<file path="config.mk">
export PLATFORM = sky130hd
export DESIGN_NAME = bbrt_controller
export DESIGN_NICKNAME = d
export VERILOG_FILES = /design/src/rtl/bad_block_remap_table_defines.svh /design/src/rtl/bbrt_pkg.sv /design/src/rtl/bbrt_controller.sv
export SDC_FILE = /design/constraint.sdc
export NUM_CORES = 1
export LEC_CHECK = 0
export BUFFER_PORTS_ARGS = -buffer_cell sky130_fd_sc_hd__buf_2
export CELL_PAD_IN_SITES_DETAIL_PLACEMENT = 1
export CELL_PAD_IN_SITES_GLOBAL_PLACEMENT = 1
export CORE_ASPECT_RATIO = 1.25
export CORE_MARGIN = 4
export CORE_UTILIZATION = 33
export CTS_CLUSTER_SIZE = 10
export DETAILED_ROUTE_END_ITERATION = 12
export PLACE_DENSITY_LB_ADDON = 0.1
export REMOVE_ABC_BUFFERS = 1
export SLEW_MARGIN = 20
export SYNTH_ARGS = -nofsm -noshare
export SYNTH_HDL_FRONTEND = slang
export SYNTH_SLANG_ARGS = --single-unit
</file>
<file path="constraint.sdc">
create_clock -name aclk -period 3.85 [get_ports aclk]
set_input_delay 0.9625 -clock aclk [delete_from_list [all_inputs] [get_ports aclk]]
set_output_delay 0.9625 -clock aclk [all_outputs]
set_load 0.02 [all_outputs]
</file>
<file path="src/rtl/bad_block_remap_table_defines.svh">
// Assertion macros used by the bad block remap table datapath.
`ifndef BAD_BLOCK_REMAP_TABLE_DEFINES_SVH
`define BAD_BLOCK_REMAP_TABLE_DEFINES_SVH
`ifndef NO_ASSERTIONS
`define BBRT_ASSERT_IMP(label, clk, rstn, ante, cons) \
    label: assert property (@(posedge clk) disable iff (!(rstn)) (ante) |-> (cons)) \
        else $error("bad_block_remap_table assertion failed");
`define BBRT_ASSERT_NXT(label, clk, rstn, ante, cons) \
    label: assert property (@(posedge clk) disable iff (!(rstn)) (ante) |=> (cons)) \
        else $error("bad_block_remap_table assertion failed");
`else
`define BBRT_ASSERT_IMP(label, clk, rstn, ante, cons)
`define BBRT_ASSERT_NXT(label, clk, rstn, ante, cons)
`endif
`endif

</file>
<file path="src/rtl/bbrt_pkg.sv">
// Types and constants of the bad block remap table.
`default_nettype none
package bbrt_pkg;

    localparam int unsigned SPARE_FLOOR = 3;

    localparam logic [1:0] REQ_ADD    = 2'd0;
    localparam logic [1:0] REQ_DELETE = 2'd1;
    localparam logic [1:0] REQ_LOOKUP = 2'd2;
    localparam logic [1:0] REQ_READ   = 2'd3;

    localparam logic [2:0] ST_OK   = 3'd0;
    localparam logic [2:0] ST_DUP  = 3'd1;
    localparam logic [2:0] ST_CYL  = 3'd2;
    localparam logic [2:0] ST_HEAD = 3'd3;
    localparam logic [2:0] ST_SECT = 3'd4;
    localparam logic [2:0] ST_FULL = 3'd5;
    localparam logic [2:0] ST_POS  = 3'd6;

    localparam logic [2:0] CFG_BLOCKS_PER_CYL = 3'd0;
    localparam logic [2:0] CFG_SECTORS        = 3'd1;
    localparam logic [2:0] CFG_HEADS          = 3'd2;
    localparam logic [2:0] CFG_LAST_CYL       = 3'd3;
    localparam logic [2:0] CFG_SPARE_TOP      = 3'd4;

    typedef struct packed {
        logic [31:0] block;
        logic [15:0] spare;
    } entry_t;

    typedef enum logic [1:0] {
        RA_IDX,
        RA_SH_DN,
        RA_SH_UP,
        RA_POS
    } rd_sel_t;

    typedef enum logic {
        WR_SHIFT,
        WR_NEW
    } wr_sel_t;

    typedef enum logic [2:0] {
        RES_ERR,
        RES_FULL,
        RES_DUP,
        RES_NEW,
        RES_HIT,
        RES_MISS,
        RES_ENTRY
    } res_sel_t;

    typedef enum logic [4:0] {
        S_IDLE,
        S_DECODE,
        S_SUM,
        S_SP_TEST,
        S_SP_RD,
        S_SP_CHK,
        S_DUP_RD,
        S_DUP_CHK,
        S_INS_START,
        S_SHIFT_RD,
        S_SHIFT_WR,
        S_LK_RD,
        S_LK_CHK,
        S_POS_CHK,
        S_DEL_RD,
        S_DEL_WR,
        S_FINISH
    } state_t;

    typedef struct packed {
        logic     load;
        logic     mul;
        logic     sum;
        logic     idx_clr;
        logic     idx_inc;
        logic     cand_dec;
        logic     rd_en;
        rd_sel_t  rd_sel;
        logic     wr_en;
        wr_sel_t  wr_sel;
        logic     sh_load_count;
        logic     sh_load_pos;
        logic     sh_dec;
        logic     sh_inc;
        logic     cnt_inc;
        logic     cnt_dec;
        logic     res_en;
        res_sel_t res_sel;
        logic [2:0] res_status;
        logic     emit;
    } dp_cmd_t;

    typedef struct packed {
        logic [1:0] req_type;
        logic cyl_bad;
        logic head_bad;
        logic sect_bad;
        logic pos_bad;
        logic cand_low;
        logic idx_end;
        logic spare_eq;
        logic blk_eq;
        logic blk_gt;
        logic look_eq;
        logic full;
        logic sh_at_idx;
        logic del_end;
        logic out_busy;
    } dp_stat_t;

endpackage
`default_nettype wire

</file>
<file path="src/rtl/bbrt_controller.sv">
// Controller state machine of the bad block remap table.
`default_nettype none
module bbrt_controller (
    input  wire logic              aclk,
    input  wire logic              aresetn,
    input  wire logic              s_tvalid,
    output logic                   s_tready,
    input  wire bbrt_pkg::dp_stat_t  stat,
    output bbrt_pkg::dp_cmd_t        cmd
);
    import bbrt_pkg::*;

    state_t state_reg;
    state_t state_next;

    always_ff @(posedge aclk) begin
        if (!aresetn) begin
            state_reg <= S_IDLE;
        end else begin
            state_reg <= state_next;
        end
    end

    always_comb begin
        state_next = state_reg;
        cmd        = '0;
        s_tready   = 1'b0;
        case (state_reg)
            S_IDLE: begin
                s_tready = 1'b1;
                if (s_tvalid) begin
                    cmd.load   = 1'b1;
                    state_next = S_DECODE;
                end
            end
            S_DECODE: begin
                cmd.idx_clr = 1'b1;
                case (stat.req_type)
                    REQ_ADD: begin
                        cmd.mul     = 1'b1;
                        cmd.res_sel = RES_ERR;
                        if (stat.cyl_bad) begin
                            cmd.res_en     = 1'b1;
                            cmd.res_status = ST_CYL;
                            state_next     = S_FINISH;
                        end else if (stat.head_bad) begin
                            cmd.res_en     = 1'b1;
                            cmd.res_status = ST_HEAD;
                            state_next     = S_FINISH;
                        end else if (stat.sect_bad) begin
                            cmd.res_en     = 1'b1;
                            cmd.res_status = ST_SECT;
                            state_next     = S_FINISH;
                        end else begin
                            state_next = S_SUM;
                        end
                    end
                    REQ_LOOKUP: begin
                        state_next = S_LK_RD;
                    end
                    default: begin
                        if (stat.pos_bad) begin
                            cmd.res_en     = 1'b1;
                            cmd.res_sel    = RES_ERR;
                            cmd.res_status = ST_POS;
                            state_next     = S_FINISH;
                        end else begin
                            cmd.rd_en  = 1'b1;
                            cmd.rd_sel = RA_POS;
                            state_next = S_POS_CHK;
                        end
                    end
                endcase
            end
            S_SUM: begin
                cmd.sum    = 1'b1;
                state_next = S_SP_TEST;
            end
            S_SP_TEST: begin
                cmd.idx_clr = 1'b1;
                if (stat.cand_low) begin
                    cmd.res_en  = 1'b1;
                    cmd.res_sel = RES_FULL;
                    state_next  = S_FINISH;
                end else begin
                    state_next = S_SP_RD;
                end
            end
            S_SP_RD: begin
                if (stat.idx_end) begin
                    cmd.idx_clr = 1'b1;
                    state_next  = S_DUP_RD;
                end else begin
                    cmd.rd_en  = 1'b1;
                    cmd.rd_sel = RA_IDX;
                    state_next = S_SP_CHK;
                end
            end
            S_SP_CHK: begin
                if (stat.spare_eq) begin
                    cmd.cand_dec = 1'b1;
                    state_next   = S_SP_TEST;
                end else begin
                    cmd.idx_inc = 1'b1;
                    state_next  = S_SP_RD;
                end
            end
            S_DUP_RD: begin
                if (stat.idx_end) begin
                    state_next = S_INS_START;
                end else begin
                    cmd.rd_en  = 1'b1;
                    cmd.rd_sel = RA_IDX;
                    state_next = S_DUP_CHK;
                end
            end
            S_DUP_CHK: begin
                if (stat.blk_eq) begin
                    cmd.res_en  = 1'b1;
                    cmd.res_sel = RES_DUP;
                    state_next  = S_FINISH;
                end else if (stat.blk_gt) begin
                    state_next = S_INS_START;
                end else begin
                    cmd.idx_inc = 1'b1;
                    state_next  = S_DUP_RD;
                end
            end
            S_INS_START: begin
                if (stat.full) begin
                    cmd.res_en  = 1'b1;
                    cmd.res_sel = RES_FULL;
                    state_next  = S_FINISH;
                end else begin
                    cmd.sh_load_count = 1'b1;
                    state_next        = S_SHIFT_RD;
                end
            end
            S_SHIFT_RD: begin
                if (stat.sh_at_idx) begin
                    cmd.wr_en   = 1'b1;
                    cmd.wr_sel  = WR_NEW;
                    cmd.cnt_inc = 1'b1;
                    cmd.res_en  = 1'b1;
                    cmd.res_sel = RES_NEW;
                    state_next  = S_FINISH;
                end else begin
                    cmd.rd_en  = 1'b1;
                    cmd.rd_sel = RA_SH_DN;
                    state_next = S_SHIFT_WR;
                end
            end
            S_SHIFT_WR: begin
                cmd.wr_en  = 1'b1;
                cmd.wr_sel = WR_SHIFT;
                cmd.sh_dec = 1'b1;
                state_next = S_SHIFT_RD;
            end
            S_LK_RD: begin
                if (stat.idx_end) begin
                    cmd.res_en  = 1'b1;
                    cmd.res_sel = RES_MISS;
                    state_next  = S_FINISH;
                end else begin
                    cmd.rd_en  = 1'b1;
                    cmd.rd_sel = RA_IDX;
                    state_next = S_LK_CHK;
                end
            end
            S_LK_CHK: begin
                if (stat.look_eq) begin
                    cmd.res_en  = 1'b1;
                    cmd.res_sel = RES_HIT;
                    state_next  = S_FINISH;
                end else begin
                    cmd.idx_inc = 1'b1;
                    state_next  = S_LK_RD;
                end
            end
            S_POS_CHK: begin
                cmd.res_en  = 1'b1;
                cmd.res_sel = RES_ENTRY;
                if (stat.req_type == REQ_DELETE) begin
                    cmd.sh_load_pos = 1'b1;
                    state_next      = S_DEL_RD;
                end else begin
                    state_next = S_FINISH;
                end
            end
            S_DEL_RD: begin
                if (stat.del_end) begin
                    cmd.cnt_dec = 1'b1;
                    state_next  = S_FINISH;
                end else begin
                    cmd.rd_en  = 1'b1;
                    cmd.rd_sel = RA_SH_UP;
                    state_next = S_DEL_WR;
                end
            end
            S_DEL_WR: begin
                cmd.wr_en  = 1'b1;
                cmd.wr_sel = WR_SHIFT;
                cmd.sh_inc = 1'b1;
                state_next = S_DEL_RD;
            end
            S_FINISH: begin
                if (!stat.out_busy) begin
                    cmd.emit   = 1'b1;
                    state_next = S_IDLE;
                end
            end
            default: begin
                state_next = S_IDLE;
            end
        endcase
    end

endmodule
`default_nettype wire

</file>
==> impl_metrics.csv <==
group,metric,value,unit
floorplanning,io-pin-count,45,
power_and_ir_drop,peakVddDrop,0.258,mV
power_and_ir_drop,power.leakage,0.000548,uW
synthesis,yosys_most_used_dff,"dfxtp_1",
placement,gp_congestion,0.817,
global_routing,grt_pass1_wl,5.81,mm
setup_path,cp-endpoint,"cmd[7]",
clock_tree,cts_buffers,3,
setup_path,critPathKind,"in -> out",
synthesis,yosysUniqueCellTypes,55,
run,drv_cap,0,
floorplanning,die_height,66.9,um
clock_tree,htreeDepth,1,
synthesis,synth_top_cells_by_count,"nor2_1 (12), nand2_1 (10), nand3_1 (8)",
clock_tree,cts_sinks,5,
routing,totalWireLength,3.55,mm
floorplanning,core_area,2680,um2
clock_tree,cts_hold_buf,0,
synthesis,synth_most_common_cell,"nor2_1",
global_routing,grt_pass1_vias,1178,
floorplanning,initial_core_util,34.2,%
setup_path,required,2890,ps
synthesis,synth.area.top_cells,"dfxtp_1 (11%), nor2_1 (4.9%), nand3_1 (4.4%)",
sta,finalCriticalPeriod,3100,ps
routing,drc,0,
final_layout,synthToLayoutAreaGrowth,24.6,%
synthesis,synth_edf_count,0,
synthesis,netlist_area,916,um2
synthesis,yosys.area.top_type,"dfxtp_1",
setup_path,rrSetupSlack,1900,ps
sta,fmax,323,MHz
routing,vias,1176,
clock_tree,clk_path_buf_depth,2,
synthesis,avgSynthCellArea,6.94,um2
clock_tree,cts_root_buffer,"clkbuf_4",
clock_tree,cts_resized,0,
placement,dp_hpwl,2.88,mm
sta,setup_violations,0,
sta,skew,4.94,ps
sta,rsz0062_at_grt,"no",
worst_hold_path,min_path_type,"reg -> reg",
floorplanning,die_w,55.1,um
sta,final-hold-violation-count,0,
routing,detail_route.wl_per_cell,17.3,um
setup_path,cp-start-kind,"input port",
sta,period_share,80.4,%
sta,maxSlewHeadroom,55.4,%
synthesis,yosys_warnings,0,
status,status,"complete, no violations",
clock_tree,cts.reportedPaths.clkPinSlew,50,ps
setup_path,crit-reg2reg-launch,"state_reg[0]$_SDFFE_PN0P_",
sta,drv_slew,0,
global_routing,grt_max_degree,19,
routing,first_pass_iters,4,
routing,ant_nets,0,
clock_tree,cts_tree,"yes",
global_routing,overflow,0,
global_routing,antenna_found_initial,0,
routing,drt_iter0_drc,25,
clock_tree,postCtsSetupBuffers,0,
power_and_ir_drop,design_power_total,627,uW
routing,via_per_inst,5.74,
setup_path,crit_arrival,2130,ps
final_layout,largest_register_ffs,5,
floorplanning,die_area,3690,um2
clock_tree,clock_latency,250,ps
synthesis,synth_top_area_share,10.9,%
setup_path,reg2regPathDepth,4,
global_routing,track_usage,21.2,%
final_layout,layout-drive-gt1-share,34.5,%
final_layout,antenna_cells,0,
setup_path,startpoint,"stat[2]",
power_and_ir_drop,powerDensity,549,nW/um2
synthesis,async_flop_share,0,%
synthesis,ys_seq_area_share,10.9,%
synthesis,syn_inst,132,
setup_path,path_max_fanout,5,
final_layout,fin_nets,191,
placement,port_buffers,44,
floorplanning,num_rows,21,
sta,tns,0,ps
setup_path,cp-end-kind,"primary output",
sta,tightest_slew,668,ps
synthesis,ys_ff_latch,5,
setup_path,r2r-end,"state_reg[2]$_SDFFE_PN0P_",
## worst min path at each step
stage                                end  depth (start not counted)  slack (ps)                      start
2_1_floorplan  state_reg[2]$_SDFFE_PN0P_                          1         600  state_reg[4]$_SDFFE_PN0P_
3_3_place_gp   state_reg[0]$_SDFFE_PN0P_                          2         750  state_reg[2]$_SDFFE_PN0P_
3_5_place_dp   state_reg[0]$_SDFFE_PN0P_                          2         760  state_reg[2]$_SDFFE_PN0P_
4_1_cts        state_reg[0]$_SDFFE_PN0P_                          2         770  state_reg[2]$_SDFFE_PN0P_
5_1_grt        state_reg[2]$_SDFFE_PN0P_                          1         840  state_reg[4]$_SDFFE_PN0P_
6_report       state_reg[0]$_SDFFE_PN0P_                          2         790  state_reg[2]$_SDFFE_PN0P_
## stage by stage
| stage | instance area, um2 | utilization, % | hold WS, ps | std cells | setup slack, ps |
|---|---|---|---|---|---|
| after floorplan | 852 | - | 603 | 123 | 950 |
| after global placement | 1110 | 41.6 | 750 | 201 | 776 |
| after detailed placement | 1110 | 41.6 | 761 | 201 | 754 |
| after CTS | 1140 | 42.6 | 768 | 205 | 753 |
| after global routing | 1140 | 42.6 | 844 | 205 | 630 |
| final | 1140 | 42.6 | 785 | 205 | 753 |
## routing by layer
layer	vias to the layer above	global-route usage [%]	wire (um)
met5	-	0	0
met4	0	5.78	92
met3	8	4.25	190
met2	42	36.1	1800
met1	555	26.1	1480
li1	571	-	-
## cells by family (layout without fill, tap and decap cells)
group           count (synthesis)  count (layout)  synth area share [%]
compound gates                 36              36                  29.4
buf+inv                        17              56                  10.2
xor+xnor                        2               2                  1.91
flops                           5               5                  10.9
simple gates                   70              70                  45.1
mux                             2               2                  2.46
## cell type report
| type | count | area [um2] |
|---|---|---|
| fill | 388 | 1540 |
| multi-input combinational | 110 | 722 |
| timing repair buffer | 44 | 220 |
| sequential | 5 | 100 |
| tap | 34 | 42.5 |
| inverter | 8 | 30.0 |
| clock buffer | 4 | 26.3 |
## layout by cell type (no fill, tap or decap), types with 3 or more instances in the layout
master / instances
nand2b_1: 3
buf_2: 44
o21ai_0: 3
a41oi_1: 4
a211oi_1: 3
nand2_1: 10
clkbuf_4: 3
nand3_1: 8
inv_1: 7
nor2_1: 12
a21oi_1: 7
dfxtp_1: 5
or3_1: 3
nor3_1: 6
and3_1: 5
and2b_1: 3
## critical path, stage by stage
cell	delay, ps
buf_2	120
mux2_1	290
and3_1	180
a41oi_1	290
nand3_1	110
buf_2	180
## where the power goes
group / switching (uW) / internal, uW
clock network: 22.8 / 39.3
registers: 75.1 / 67.8
logic: 270 / 151
Power figures use the tool's default switching activity.
